==> src/rtl/ssjf_pkg.sv <==
// Package: shared constants and the arctangent table for the feature extractor
package ssjf_pkg;

  localparam int ZW = 34;
  localparam logic signed [ZW-1:0] Q30_HALF_PI = 34'sd1686629713;
  localparam logic signed [ZW-1:0] Q30_PI      = 34'sd3373259426;

  // atan(2^-i) in Q30, rounded; beyond the table it equals 2^(30-i)
  function automatic logic [31:0] atan_q30(input logic [4:0] i);
    logic [31:0] v;
    case (i)
      5'd0:    v = 32'd843314857;
      5'd1:    v = 32'd497837830;
      5'd2:    v = 32'd263043837;
      5'd3:    v = 32'd133525159;
      5'd4:    v = 32'd67021687;
      5'd5:    v = 32'd33543516;
      5'd6:    v = 32'd16775851;
      5'd7:    v = 32'd8388437;
      5'd8:    v = 32'd4194283;
      5'd9:    v = 32'd2097149;
      5'd10:   v = 32'd1048576;
      default: v = 32'd1 << (5'd30 - i);
    endcase
    return v;
  endfunction

endpackage

==> src/rtl/stillness_segmented_joint_features.sv <==
// Top level: stillness-segmented joint distance and angle extractor
//
// channel | direction | handshake            | payload
// --------+-----------+----------------------+-------------------------------------
// in      | into      | in_valid / in_ready  | twelve joint coordinates
// out     | out of    | out_valid/out_ready  | four distances, four angles, index, end
// cfg     | into      | cfg_we               | cfg_index, cfg_data
//
// Every frame makes a stillness pass over its twelve coordinates through the shared
// multiplier, then a decision state; a frame with no result is then done.
// A captured frame adds per joint a multiply pass over its three coordinates, two passes
// of the bit-pair square root (distance, then horizontal) and a CORDIC vectoring.
// Reset is synchronous and clears control state and the previous positions.
// A result waits in the output register; the next frame is taken meanwhile, and only
// the final transfer of a further result stalls on out_ready.
module stillness_segmented_joint_features #(
  parameter int COORD_WIDTH     = 16,
  parameter int ANGLE_FRAC_BITS = 13
) (
  input  logic        clk,
  input  logic        rst,
  input  logic        cfg_we,
  input  logic        cfg_index,
  input  logic [9:0]  cfg_data,
  input  logic        in_valid,
  output logic        in_ready,
  input  logic [14:0] left_hand_x,
  input  logic [14:0] left_hand_y,
  input  logic [14:0] left_hand_z,
  input  logic [14:0] left_elbow_x,
  input  logic [14:0] left_elbow_y,
  input  logic [14:0] left_elbow_z,
  input  logic [14:0] right_hand_x,
  input  logic [14:0] right_hand_y,
  input  logic [14:0] right_hand_z,
  input  logic [14:0] right_elbow_x,
  input  logic [14:0] right_elbow_y,
  input  logic [14:0] right_elbow_z,
  output logic        out_valid,
  input  logic        out_ready,
  output logic [15:0] left_hand_distance,
  output logic [15:0] left_elbow_distance,
  output logic [15:0] right_hand_distance,
  output logic [15:0] right_elbow_distance,
  output logic [14:0] left_hand_angle,
  output logic [14:0] left_elbow_angle,
  output logic [14:0] right_hand_angle,
  output logic [14:0] right_elbow_angle,
  output logic [15:0] observation_index,
  output logic        gesture_end
);

  localparam int CW  = COORD_WIDTH;
  localparam int DW  = CW + 1;
  localparam int SQW = 2 * CW;
  localparam int HW  = 2 * CW + 1;
  localparam int SW  = 2 * CW + 2;
  localparam int RW  = CW + 13;
  localparam int QW  = 2 * RW;
  localparam int XW  = CW + 16;
  localparam int ZW  = ssjf_pkg::ZW;
  localparam int SH  = 30 - ANGLE_FRAC_BITS;
  localparam int RCW = $clog2(RW + 1);
  localparam logic signed [ZW-1:0] RND = ZW'(64'sd1 <<< (29 - ANGLE_FRAC_BITS));
  localparam longint AMAX = (64'sd3373259426 + (64'sd1 <<< (29 - ANGLE_FRAC_BITS))) >>> SH;
  localparam logic signed [ZW-1:0] AMAX_CL = (AMAX > 32767) ? ZW'(32767) : ZW'(AMAX);
  localparam logic signed [24:0] CHI = 25'((64'sd1 <<< (CW - 1)) - 1);
  localparam logic signed [24:0] CLO = -CHI - 25'sd1;

  localparam logic [0:0] REG_THRESHOLD = 1'b0;
  localparam logic [0:0] REG_STILL     = 1'b1;

  typedef enum logic [10:0] {
    S_IDLE   = 11'b000_0000_0001,
    S_ST_MUL = 11'b000_0000_0010,
    S_ST_ACC = 11'b000_0000_0100,
    S_DECIDE = 11'b000_0000_1000,
    S_FE_MUL = 11'b000_0001_0000,
    S_FE_ACC = 11'b000_0010_0000,
    S_RT_D   = 11'b000_0100_0000,
    S_RT_H   = 11'b000_1000_0000,
    S_CORDIC = 11'b001_0000_0000,
    S_ANG    = 11'b010_0000_0000,
    S_PUSH   = 11'b100_0000_0000
  } state_t;

  function automatic logic signed [CW-1:0] sat_coord(input logic [14:0] v);
    logic signed [24:0] e;
    e = 25'(signed'(v));
    if (e > CHI) begin
      e = CHI;
    end else if (e < CLO) begin
      e = CLO;
    end
    return e[CW-1:0];
  endfunction

  state_t state;
  logic signed [CW-1:0] cur [12];
  logic signed [CW-1:0] prev [12];
  logic signed [CW-1:0] start [12];
  logic [9:0]  thr;
  logic [19:0] thr2;
  logic [7:0]  still_frames;
  logic [7:0]  still_count;
  logic        capturing;
  logic [15:0] obs;
  logic        still_all;
  logic [1:0]  k;
  logic [1:0]  j;
  logic [SQW-1:0] prod;
  logic [HW-1:0]  acc_h;
  logic [SQW-1:0] dysq;
  logic signed [DW-1:0] dcur;
  logic signed [DW-1:0] dy_r;
  logic [HW-1:0]  h2_r;
  logic [QW-1:0]  opnd;
  logic [RW+1:0]  rem;
  logic [RW-1:0]  root;
  logic [RCW-1:0] rcnt;
  logic signed [XW-1:0] cx;
  logic signed [XW-1:0] cy;
  logic signed [ZW-1:0] cz;
  logic [4:0] it;
  logic [15:0] dist_r [4];
  logic [14:0] ang_r [4];
  logic [15:0] idx_r;
  logic        end_r;
  logic [15:0] od [4];
  logic [14:0] oa [4];

  // datapath helpers
  logic signed [DW-1:0]   d_sel;
  logic signed [2*DW-1:0] sq_full;
  logic [SW-1:0]  sum_s;
  logic [HW-1:0]  h2_nx;
  logic [RW+2:0]  rem_sh;
  logic [RW+2:0]  trial;
  logic [RW+2:0]  rem_sub;
  logic [RW-1:0]  root_nx;
  logic [RW+1:0]  rem_nx;
  logic [15:0]    dist_sat;
  logic signed [XW-1:0] dyx;
  logic signed [XW-1:0] hx;
  logic signed [XW-1:0] xs;
  logic signed [XW-1:0] ys;
  logic signed [ZW-1:0] at;
  logic signed [ZW-1:0] rr;
  logic signed [ZW-1:0] rs;
  logic [14:0]  ang_fin;
  logic [7:0]   run_len;
  logic [7:0]   sc_inc;
  logic         hit;
  logic [15:0]  obs_nx;

  always_comb begin
    // difference against previous or start position, and its square
    if (state == S_ST_MUL) begin
      d_sel = DW'(cur[0]) - DW'(prev[0]);
    end else begin
      d_sel = DW'(cur[0]) - DW'(start[0]);
    end
    sq_full = d_sel * d_sel;
    sum_s   = SW'(acc_h) + SW'(prod) + SW'(dysq);
    h2_nx   = acc_h + HW'(prod);

    // one root digit
    rem_sh  = {rem[RW:0], opnd[QW-1:QW-2]};
    trial   = {1'b0, root, 2'b01};
    rem_sub = rem_sh - trial;
    if (rem_sh >= trial) begin
      rem_nx  = rem_sub[RW+1:0];
      root_nx = {root[RW-2:0], 1'b1};
    end else begin
      rem_nx  = rem_sh[RW+1:0];
      root_nx = {root[RW-2:0], 1'b0};
    end
    dist_sat = (root_nx > RW'(16'hFFFF)) ? 16'hFFFF : root_nx[15:0];

    // CORDIC operands
    dyx = XW'(dy_r) <<< 12;
    hx  = signed'(XW'(root_nx));
    xs  = cx >>> it;
    ys  = cy >>> it;
    at  = signed'(ZW'(ssjf_pkg::atan_q30(it)));

    // round and clamp the angle
    rr = cz + RND;
    rs = rr >>> SH;
    if (rr < 0) begin
      ang_fin = '0;
    end else if (rs > AMAX_CL) begin
      ang_fin = AMAX_CL[14:0];
    end else begin
      ang_fin = rs[14:0];
    end

    // stillness run decision
    run_len = (still_frames == 8'd0) ? 8'd1 : still_frames;
    if (!still_all) begin
      sc_inc = 8'd0;
    end else if (still_count == 8'hFF) begin
      sc_inc = 8'hFF;
    end else begin
      sc_inc = still_count + 8'd1;
    end
    hit    = (sc_inc == run_len);
    obs_nx = (obs == 16'hFFFF) ? obs : obs + 16'd1;
  end

  assign in_ready = (state == S_IDLE);

  always_ff @(posedge clk) begin
    if (rst) begin
      state        <= S_IDLE;
      thr          <= 10'd5;
      thr2         <= 20'd25;
      still_frames <= 8'd20;
      still_count  <= 8'd0;
      capturing    <= 1'b0;
      obs          <= 16'd0;
      out_valid    <= 1'b0;
      for (int n = 0; n < 12; n++) begin
        prev[n] <= '0;
      end
    end else begin
      // register writes
      if (cfg_we) begin
        case (cfg_index)
          REG_THRESHOLD: begin
            thr  <= cfg_data;
            thr2 <= cfg_data * cfg_data;
          end
          REG_STILL: still_frames <= cfg_data[7:0];
          default: ;
        endcase
      end

      // drop the output once transferred, unless a new result replaces it
      if (out_valid && out_ready && state != S_PUSH) begin
        out_valid <= 1'b0;
      end

      case (state)
        S_IDLE: begin
          if (in_valid) begin
            cur[0]  <= sat_coord(left_hand_x);
            cur[1]  <= sat_coord(left_hand_y);
            cur[2]  <= sat_coord(left_hand_z);
            cur[3]  <= sat_coord(left_elbow_x);
            cur[4]  <= sat_coord(left_elbow_y);
            cur[5]  <= sat_coord(left_elbow_z);
            cur[6]  <= sat_coord(right_hand_x);
            cur[7]  <= sat_coord(right_hand_y);
            cur[8]  <= sat_coord(right_hand_z);
            cur[9]  <= sat_coord(right_elbow_x);
            cur[10] <= sat_coord(right_elbow_y);
            cur[11] <= sat_coord(right_elbow_z);
            still_all <= (thr != 10'd0);
            k <= 2'd0;
            j <= 2'd0;
            state <= S_ST_MUL;
          end
        end

        S_ST_MUL: begin
          prod  <= sq_full[SQW-1:0];
          state <= S_ST_ACC;
        end

        // accumulate movement, rotate the frame and replace previous positions
        S_ST_ACC: begin
          for (int n = 0; n < 11; n++) begin
            cur[n]  <= cur[n+1];
            prev[n] <= prev[n+1];
          end
          cur[11]  <= cur[0];
          prev[11] <= cur[0];
          case (k)
            2'd0: acc_h <= HW'(prod);
            2'd1: dysq  <= prod;
            default: begin
              if (!(sum_s < SW'(thr2))) begin
                still_all <= 1'b0;
              end
            end
          endcase
          if (k == 2'd2) begin
            k <= 2'd0;
            j <= j + 2'd1;
            state <= (j == 2'd3) ? S_DECIDE : S_ST_MUL;
          end else begin
            k <= k + 2'd1;
            state <= S_ST_MUL;
          end
        end

        S_DECIDE: begin
          if (!capturing) begin
            still_count <= hit ? 8'd0 : sc_inc;
            capturing   <= hit;
            state       <= S_IDLE;
          end else begin
            if (obs == 16'd0) begin
              for (int n = 0; n < 12; n++) begin
                start[n] <= cur[n];
              end
            end
            idx_r <= obs_nx;
            end_r <= hit;
            if (hit) begin
              still_count <= 8'd0;
              capturing   <= 1'b0;
              obs         <= 16'd0;
            end else begin
              still_count <= sc_inc;
              obs         <= obs_nx;
            end
            j <= 2'd0;
            k <= 2'd0;
            state <= S_FE_MUL;
          end
        end

        S_FE_MUL: begin
          prod  <= sq_full[SQW-1:0];
          dcur  <= d_sel;
          state <= S_FE_ACC;
        end

        // accumulate offsets from the start pose, then launch the distance root
        S_FE_ACC: begin
          for (int n = 0; n < 11; n++) begin
            cur[n]   <= cur[n+1];
            start[n] <= start[n+1];
          end
          cur[11]   <= cur[0];
          start[11] <= start[0];
          case (k)
            2'd0: acc_h <= HW'(prod);
            2'd1: begin
              dysq <= prod;
              dy_r <= dcur;
            end
            default: begin
              h2_r <= h2_nx;
              opnd <= QW'(sum_s);
              rem  <= '0;
              root <= '0;
              rcnt <= '0;
            end
          endcase
          if (k == 2'd2) begin
            k <= 2'd0;
            state <= S_RT_D;
          end else begin
            k <= k + 2'd1;
            state <= S_FE_MUL;
          end
        end

        S_RT_D: begin
          if (rcnt == RCW'(RW - 1)) begin
            dist_r[j] <= dist_sat;
            opnd <= QW'({h2_r, 24'd0});
            rem  <= '0;
            root <= '0;
            rcnt <= '0;
            state <= S_RT_H;
          end else begin
            opnd <= opnd << 2;
            rem  <= rem_nx;
            root <= root_nx;
            rcnt <= rcnt + RCW'(1);
          end
        end

        // horizontal root, then set up the vectoring
        S_RT_H: begin
          opnd <= opnd << 2;
          rem  <= rem_nx;
          root <= root_nx;
          rcnt <= rcnt + RCW'(1);
          if (rcnt == RCW'(RW - 1)) begin
            it <= 5'd0;
            if (dy_r == '0 && h2_r == '0) begin
              ang_r[j] <= '0;
              j <= j + 2'd1;
              state <= (j == 2'd3) ? S_PUSH : S_FE_MUL;
            end else if (dyx < 0) begin
              cx <= hx;
              cy <= -dyx;
              cz <= ssjf_pkg::Q30_HALF_PI;
              state <= S_CORDIC;
            end else begin
              cx <= dyx;
              cy <= hx;
              cz <= '0;
              state <= S_CORDIC;
            end
          end
        end

        S_CORDIC: begin
          if (cy == '0) begin
            state <= S_ANG;
          end else begin
            if (cy > 0) begin
              cx <= cx + ys;
              cy <= cy - xs;
              cz <= cz + at;
            end else begin
              cx <= cx - ys;
              cy <= cy + xs;
              cz <= cz - at;
            end
            it <= it + 5'd1;
            if (it == 5'd30) begin
              state <= S_ANG;
            end
          end
        end

        S_ANG: begin
          ang_r[j] <= ang_fin;
          j <= j + 2'd1;
          state <= (j == 2'd3) ? S_PUSH : S_FE_MUL;
        end

        // hand the result to the output register once it is free
        S_PUSH: begin
          if (!out_valid || out_ready) begin
            for (int n = 0; n < 4; n++) begin
              od[n] <= dist_r[n];
              oa[n] <= ang_r[n];
            end
            observation_index <= idx_r;
            gesture_end       <= end_r;
            out_valid         <= 1'b1;
            state             <= S_IDLE;
          end
        end

        default: state <= S_IDLE;
      endcase
    end
  end

  assign left_hand_distance   = od[0];
  assign left_elbow_distance  = od[1];
  assign right_hand_distance  = od[2];
  assign right_elbow_distance = od[3];
  assign left_hand_angle      = oa[0];
  assign left_elbow_angle     = oa[1];
  assign right_hand_angle     = oa[2];
  assign right_elbow_angle    = oa[3];

endmodule

==> config.mk <==
export PLATFORM = sky130hd
export DESIGN_NAME = stillness_segmented_joint_features
export DESIGN_NICKNAME = d
export VERILOG_FILES = /design/src/rtl/ssjf_pkg.sv /design/src/rtl/stillness_segmented_joint_features.sv
export SDC_FILE = /design/constraint.sdc
export NUM_CORES = 2
export LEC_CHECK = 0
export CAP_MARGIN = 10
export CORE_MARGIN = 5
export CORE_UTILIZATION = 45
export DETAILED_ROUTE_END_ITERATION = 12
export DONT_BUFFER_PORTS = 1
export SYNTH_ARGS = -nofsm -noshare
export SYNTH_HDL_FRONTEND = slang
export SYNTH_SLANG_ARGS = --single-unit
==> constraint.sdc <==
create_clock -name clk -period 42.7 [get_ports clk]
set_input_delay 10.675 -clock clk [delete_from_list [all_inputs] [get_ports clk]]
set_output_delay 10.675 -clock clk [all_outputs]
set_load 0.02 [all_outputs]
==> After elaboration in Yosys (flattened, before gate mapping) <==
Memory sizes are Yosys's and may differ from the RTL's.
Index checks and enable logic that the tools add are counted.
{ "totals": {"regBits": 502, "mem_bits_rw": 824, "in_bits": 196, "output_inout_bits": 143, "memories": 7} }
{ "mem_list": {"columns": ["memory", "depth", "word_bits", "read_ports", "rd_clocked_by_memory_dff", "write_ports", "line", "source"], "rows": [
  ["cur", 12, 16, 12, 0, 12, "stillness_segmented_joint_features.sv:99", "logic signed [CW-1:0] cur [12];"],
  ["prev", 12, 16, 12, 0, 12, "stillness_segmented_joint_features.sv:100", "logic signed [CW-1:0] prev [12];"],
  ["start", 12, 16, 12, 0, 12, "stillness_segmented_joint_features.sv:101", "logic signed [CW-1:0] start [12];"],
  ["dist_r", 4, 16, 4, 0, 1, "stillness_segmented_joint_features.sv:125", "logic [15:0] dist_r [4];"],
  ["od", 4, 16, 4, 0, 4, "stillness_segmented_joint_features.sv:129", "logic [15:0] od [4];"],
  ["ang_r", 4, 15, 4, 0, 1, "stillness_segmented_joint_features.sv:126", "logic [14:0] ang_r [4];"],
  ["+1 memories", null, null, null, null, null, null, null]
]} }
{ "classes": {"n_addsub": 21, "multipliers": 2, "n_lt_le_gt_ge": 31, "n_eq_ne": 43, "shifts": 3, "mux": 218, "bitwise_logic": 52, "reduce_logical": 39} }
{ "ops": {"columns": ["cell", "count"], "rows": [
  ["$mux 16", 111],
  ["$pmux 32 s11", 1],
  ["$mux 32", 10],
  ["$gt 15x16->1 const B", 12],
  ["$lt 15x16->1 const B", 12],
  ["$pmux 58 s3", 1],
  ["$mux 34", 4],
  ["$pmux 32 s2", 2],
  ["$pmux 11 s11", 1],
  ["$mux 58", 2],
  ["$mux 30", 3],
  ["$pmux 30 s3", 1],
  ["$mux 11", 8],
  ["$pmux 29 s3", 1],
  ["$pmux 34 s2", 1],
  ["$add 32x32->33", 2],
  ["$add 32x32->32", 2],
  ["$sshr 32x5->32", 2],
  ["$sub 32x32->32", 2],
  ["$mux 29", 2],
  ["$or 1x1->1", 49],
  ["$mux 15", 3],
  ["$mux 1", 42],
  ["$add 33x32->34", 1],
  ["78 further kinds", 134]
]} }

==> Longest topological paths before layout <==
{ "logic_depth": {"depth_word": 8, "depth_mapped": 42} }

==> Worst setup path after synthesis <==
Ideal clock, no wire load.
{ "synth_timing": {"kind": "input-to-reg", "startpoint": "input port rst", "endpoint": "memory oa[0][0] (enable)", "setup_time_ps": 785, "t_arrival_ps": 20461, "required_time_ps": 41915, "slack_ps": 21455, "path_stages": 5, "path_buffers": 4, "cell_sequence": "clkbuf_1 -> clkbuf_1 -> clkbuf_1 -> clkbuf_1 -> nor3b_1"} }
{ "synth_rtl": {"columns": ["item", "line", "source"], "rows": [
  ["start: declaration", "stillness_segmented_joint_features.sv:21", "input logic rst,"],
  ["end: declaration", "stillness_segmented_joint_features.sv:130", "logic [14:0] oa [4];"]
]} }

==> Worst setup path after layout <==
{ "layout_timing": {"startpoint": "input port cfg_data[5]", "endpoint": "register thr2[19]"} }
{ "layout_between": {"elab_chain_len": 1} }
{ "layout_lines": {"columns": ["item", "line", "source"], "rows": [
  ["start: declaration", "stillness_segmented_joint_features.sv:24", "input logic [9:0] cfg_data,"],
  ["$mul 10x10->20", "stillness_segmented_joint_features.sv:232", "thr2 <= cfg_data * cfg_data;"],
  ["end signal: assignment", "stillness_segmented_joint_features.sv:232", null],
  ["end: declaration", "stillness_segmented_joint_features.sv:103", "logic [19:0] thr2;"]
]} }
No other way between the ends.
A chain may end at the register's enable or synchronous reset.

==> impl_metrics.toml <==
[critical_path]
setup.worst_path.start = "cfg_data[5]"
reg2reg_to = "prod[28]$_DFFE_PP_"
worstSetupPathType = "primary input to register"
path_cells = "and2_1 -> fa_1 -> inv_1 -> fa_1 -> inv_1 -> ha_1 -> inv_1 -> fa_1 -> inv_1 -> fa_1 -> ha_1 -> and2_1 -> o21ai_0 -> o21ai_0 -> o31a_1 -> o21ai_0 -> a21o_1 -> a21oi_1 -> a211oi_1 -> xor2_1 -> nand2_1 -> a21oi_1"
worst-r2r-cell-count = 38
r2r_start = "state[3]$_SDFFE_PP0P_"
end_kind = "register"
critical_path_depth = 22
crit_path_max_incr_delay_ps = 530
critPathTopFamily = "adder cells"
slowest_stage = "fa_1"
worst-path-buf-inv = 4
cp_max_fo = 12
reg2reg_slack_ps = 30980
crit_arrival_ps = 15690
cp.required_ps = 43430
cp-start-kind = "primary input"
cp-endpoint = "thr2[19]$_SDFFE_PP0P_"

[cts]
cts_tree = "built"
insertion_delay_ps = 820
path_clk_slew_ps = 60
numCtsBuffers = 146
cts.sinks = 1321
post_cts.repair.setup_buffers = 0
hold_buffers = 0
clockRootBuffer = "clkbuf_16"
cts_resized = 0
clockBufferDepth = 3
htree_levels = 4

[sta]
post-route-period-util = 0.351
finalCriticalPeriod_ps = 14970
hold_viol_final = 0
slew_headroom = 0.162
fin_tns_setup_ps = 0
fin_skew_ps = 75.2
tightest_slew_ps = 1260
max_freq_mhz = 66.8
rsz0062_at_grt = "false"
setup_viol = 0
finalMaxSlewViolations = 0

[global_routing]
grt_max_degree = 162
grt_pass1_wl_um = 318000
overflow = 0
grt_pass1_vias = 52700
track_usage = 0.220
antenna_found_initial = 15

[logic_synthesis]
netlist_area_mm2 = 0.0799
avgSynthCellArea_um2 = 11.4
yosysSeqAreaShare = 0.487
synth.area.top_cells = "edfxtp_1 47%, fa_1 8.5%, ha_1 5.8%"
synthArstFlopShare = 0
synth_warnings = 0
synth.top_cell.area_share = 0.469
synth_edf_count = 1248
synthFlopType = "edfxtp_1"
synth_seq_cells = 1321
synthCells = 7013
synthDistinctLibCells = 103
yosysTopAreaCell = "edfxtp_1"

[routing]
vias = 52600
drt-total-wl_um = 209000
wl_per_cell_um = 22.1
drc_errors = 0
viasPerCell = 5.58
ant_nets = 0
drtIter0Drc = 4475
dr.pass1.iters = 7

[die]
start_util = 0.453
core-area_mm2 = 0.176
boundaryPins = 339
row_count = 154
design.die.area_mm2 = 0.186
dieHeight_um = 431
dieWidth_um = 431

[layout]
layout_common_cells = "1,248 x edfxtp_1, 970 x nand2_1, 546 x inv_1, 459 x nor2_1, 369 x ha_1"
area_growth_pct = 9.51
final_nets = 7867
multi_input_area_mm2 = 0.0379
ff_latch_area_mm2 = 0.0389
fillCellCount = 15600
post_route_cells_drive_above_1_share = 0.0952
final_common_cell = "edfxtp_1"

[place]
dp_hpwl_um = 152000
gp_congestion = 0.930
placement.io_buffers = 0

[outcome]
status = "finished, final reports clean"

[worst_hold_path]
min_path_type = "register to register"

[job]
drv_cap = 0
[state kept, by name (all words and copies together), names as in the netlist, 32 cells and up]
| name | flops |
|---|---|
| od | 64 |
| h2_r | 33 |
| cy | 32 |
| cz | 34 |
| cur | 192 |
| oa | 60 |
| dist_r | 64 |
| cx | 32 |
| opnd | 58 |
| ang_r | 60 |
| prev | 192 |
| start | 192 |
[logic make-up after synthesis]
kind of cell / synth area share
simple gates: 0.133
flops: 0.487
compound gates: 0.0896
buf+inv: 0.0408
fa+ha+maj: 0.143
mux: 0.0663
xor+xnor: 0.0396
other cells: 0.0000940
[cells in the mapped netlist (all sizes together) (38+ instances only)]
cell	count
a211oi	55
a21o	97
a21oi	312
a22o	50
a31oi	38
and2	248
buf	66
clkbuf	213
dfxtp	73
edfxtp	1248
fa	341
ha	369
inv	550
mux2	214
mux2i	108
mux4	80
nand2	972
nand2b	67
nand3	101
nor2	469
nor2b	86
nor3	85
nor4	45
o21a	50
o21ai	258
xnor2	212
xor2	149
[area by class of cell]
cell class	count	share of cell area
flip-flops and latches	1321	0.445
multi-input cells	4859	0.433
clock buffers	171	0.0432
well taps	2340	0.0335
inverters	555	0.0238
clock inverters	96	0.0139
repair buffers	78	0.00721
diodes	12	0.000343
[metrics by stage]
| stage | setup slack (ps) | area, um2 | cells | util | hold WS [ps] |
|---|---|---|---|---|---|
| 2_1_floorplan | 21450 | 79900 | 7014 | - | 400 |
| 3_3_place_gp | 26920 | 82500 | 9152 | 0.468 | 400 |
| 3_5_place_dp | 26920 | 82500 | 9152 | 0.468 | 405 |
| 4_1_cts | 27790 | 87500 | 9419 | 0.496 | 397 |
| 5_1_grt | 27400 | 87500 | 9429 | 0.496 | 408 |
| 6_report | 27730 | 87500 | 9432 | 0.496 | 399 |
[routing by layer]
layer  track usage  vias up  wire length, um
met4        0.0695        2             5970
met2         0.361     1592            98400
met3        0.0411      310            13200
met5             0        -               10
li1              -    24700                -
met1         0.299    26000            90900
[worst min path at each step]
| stage | startpoint | to | slack [ps] | cells past startpoint |
|---|---|---|---|---|
| 4_1_cts | ang_r[3][14]$_DFFE_PP_ | oa[3][14]$_DFFE_PP_ | 400 | 0 |
| 2_1_floorplan | dcur[0]$_DFFE_PP_ | dy_r[0]$_DFFE_PP_ | 400 | 0 |
| 3_5_place_dp | ang_r[1][6]$_DFFE_PP_ | oa[1][6]$_DFFE_PP_ | 400 | 0 |
| 5_1_grt | dcur[11]$_DFFE_PP_ | dy_r[11]$_DFFE_PP_ | 410 | 0 |
| 3_3_place_gp | dist_r[3][6]$_DFFE_PP_ | od[3][6]$_DFFE_PP_ | 400 | 0 |
| 6_report | ang_r[3][14]$_DFFE_PP_ | oa[3][14]$_DFFE_PP_ | 400 | 0 |
Power is not shown: default switching activity piles up to over one toggle a cycle in this logic, so the estimate is an artifact.
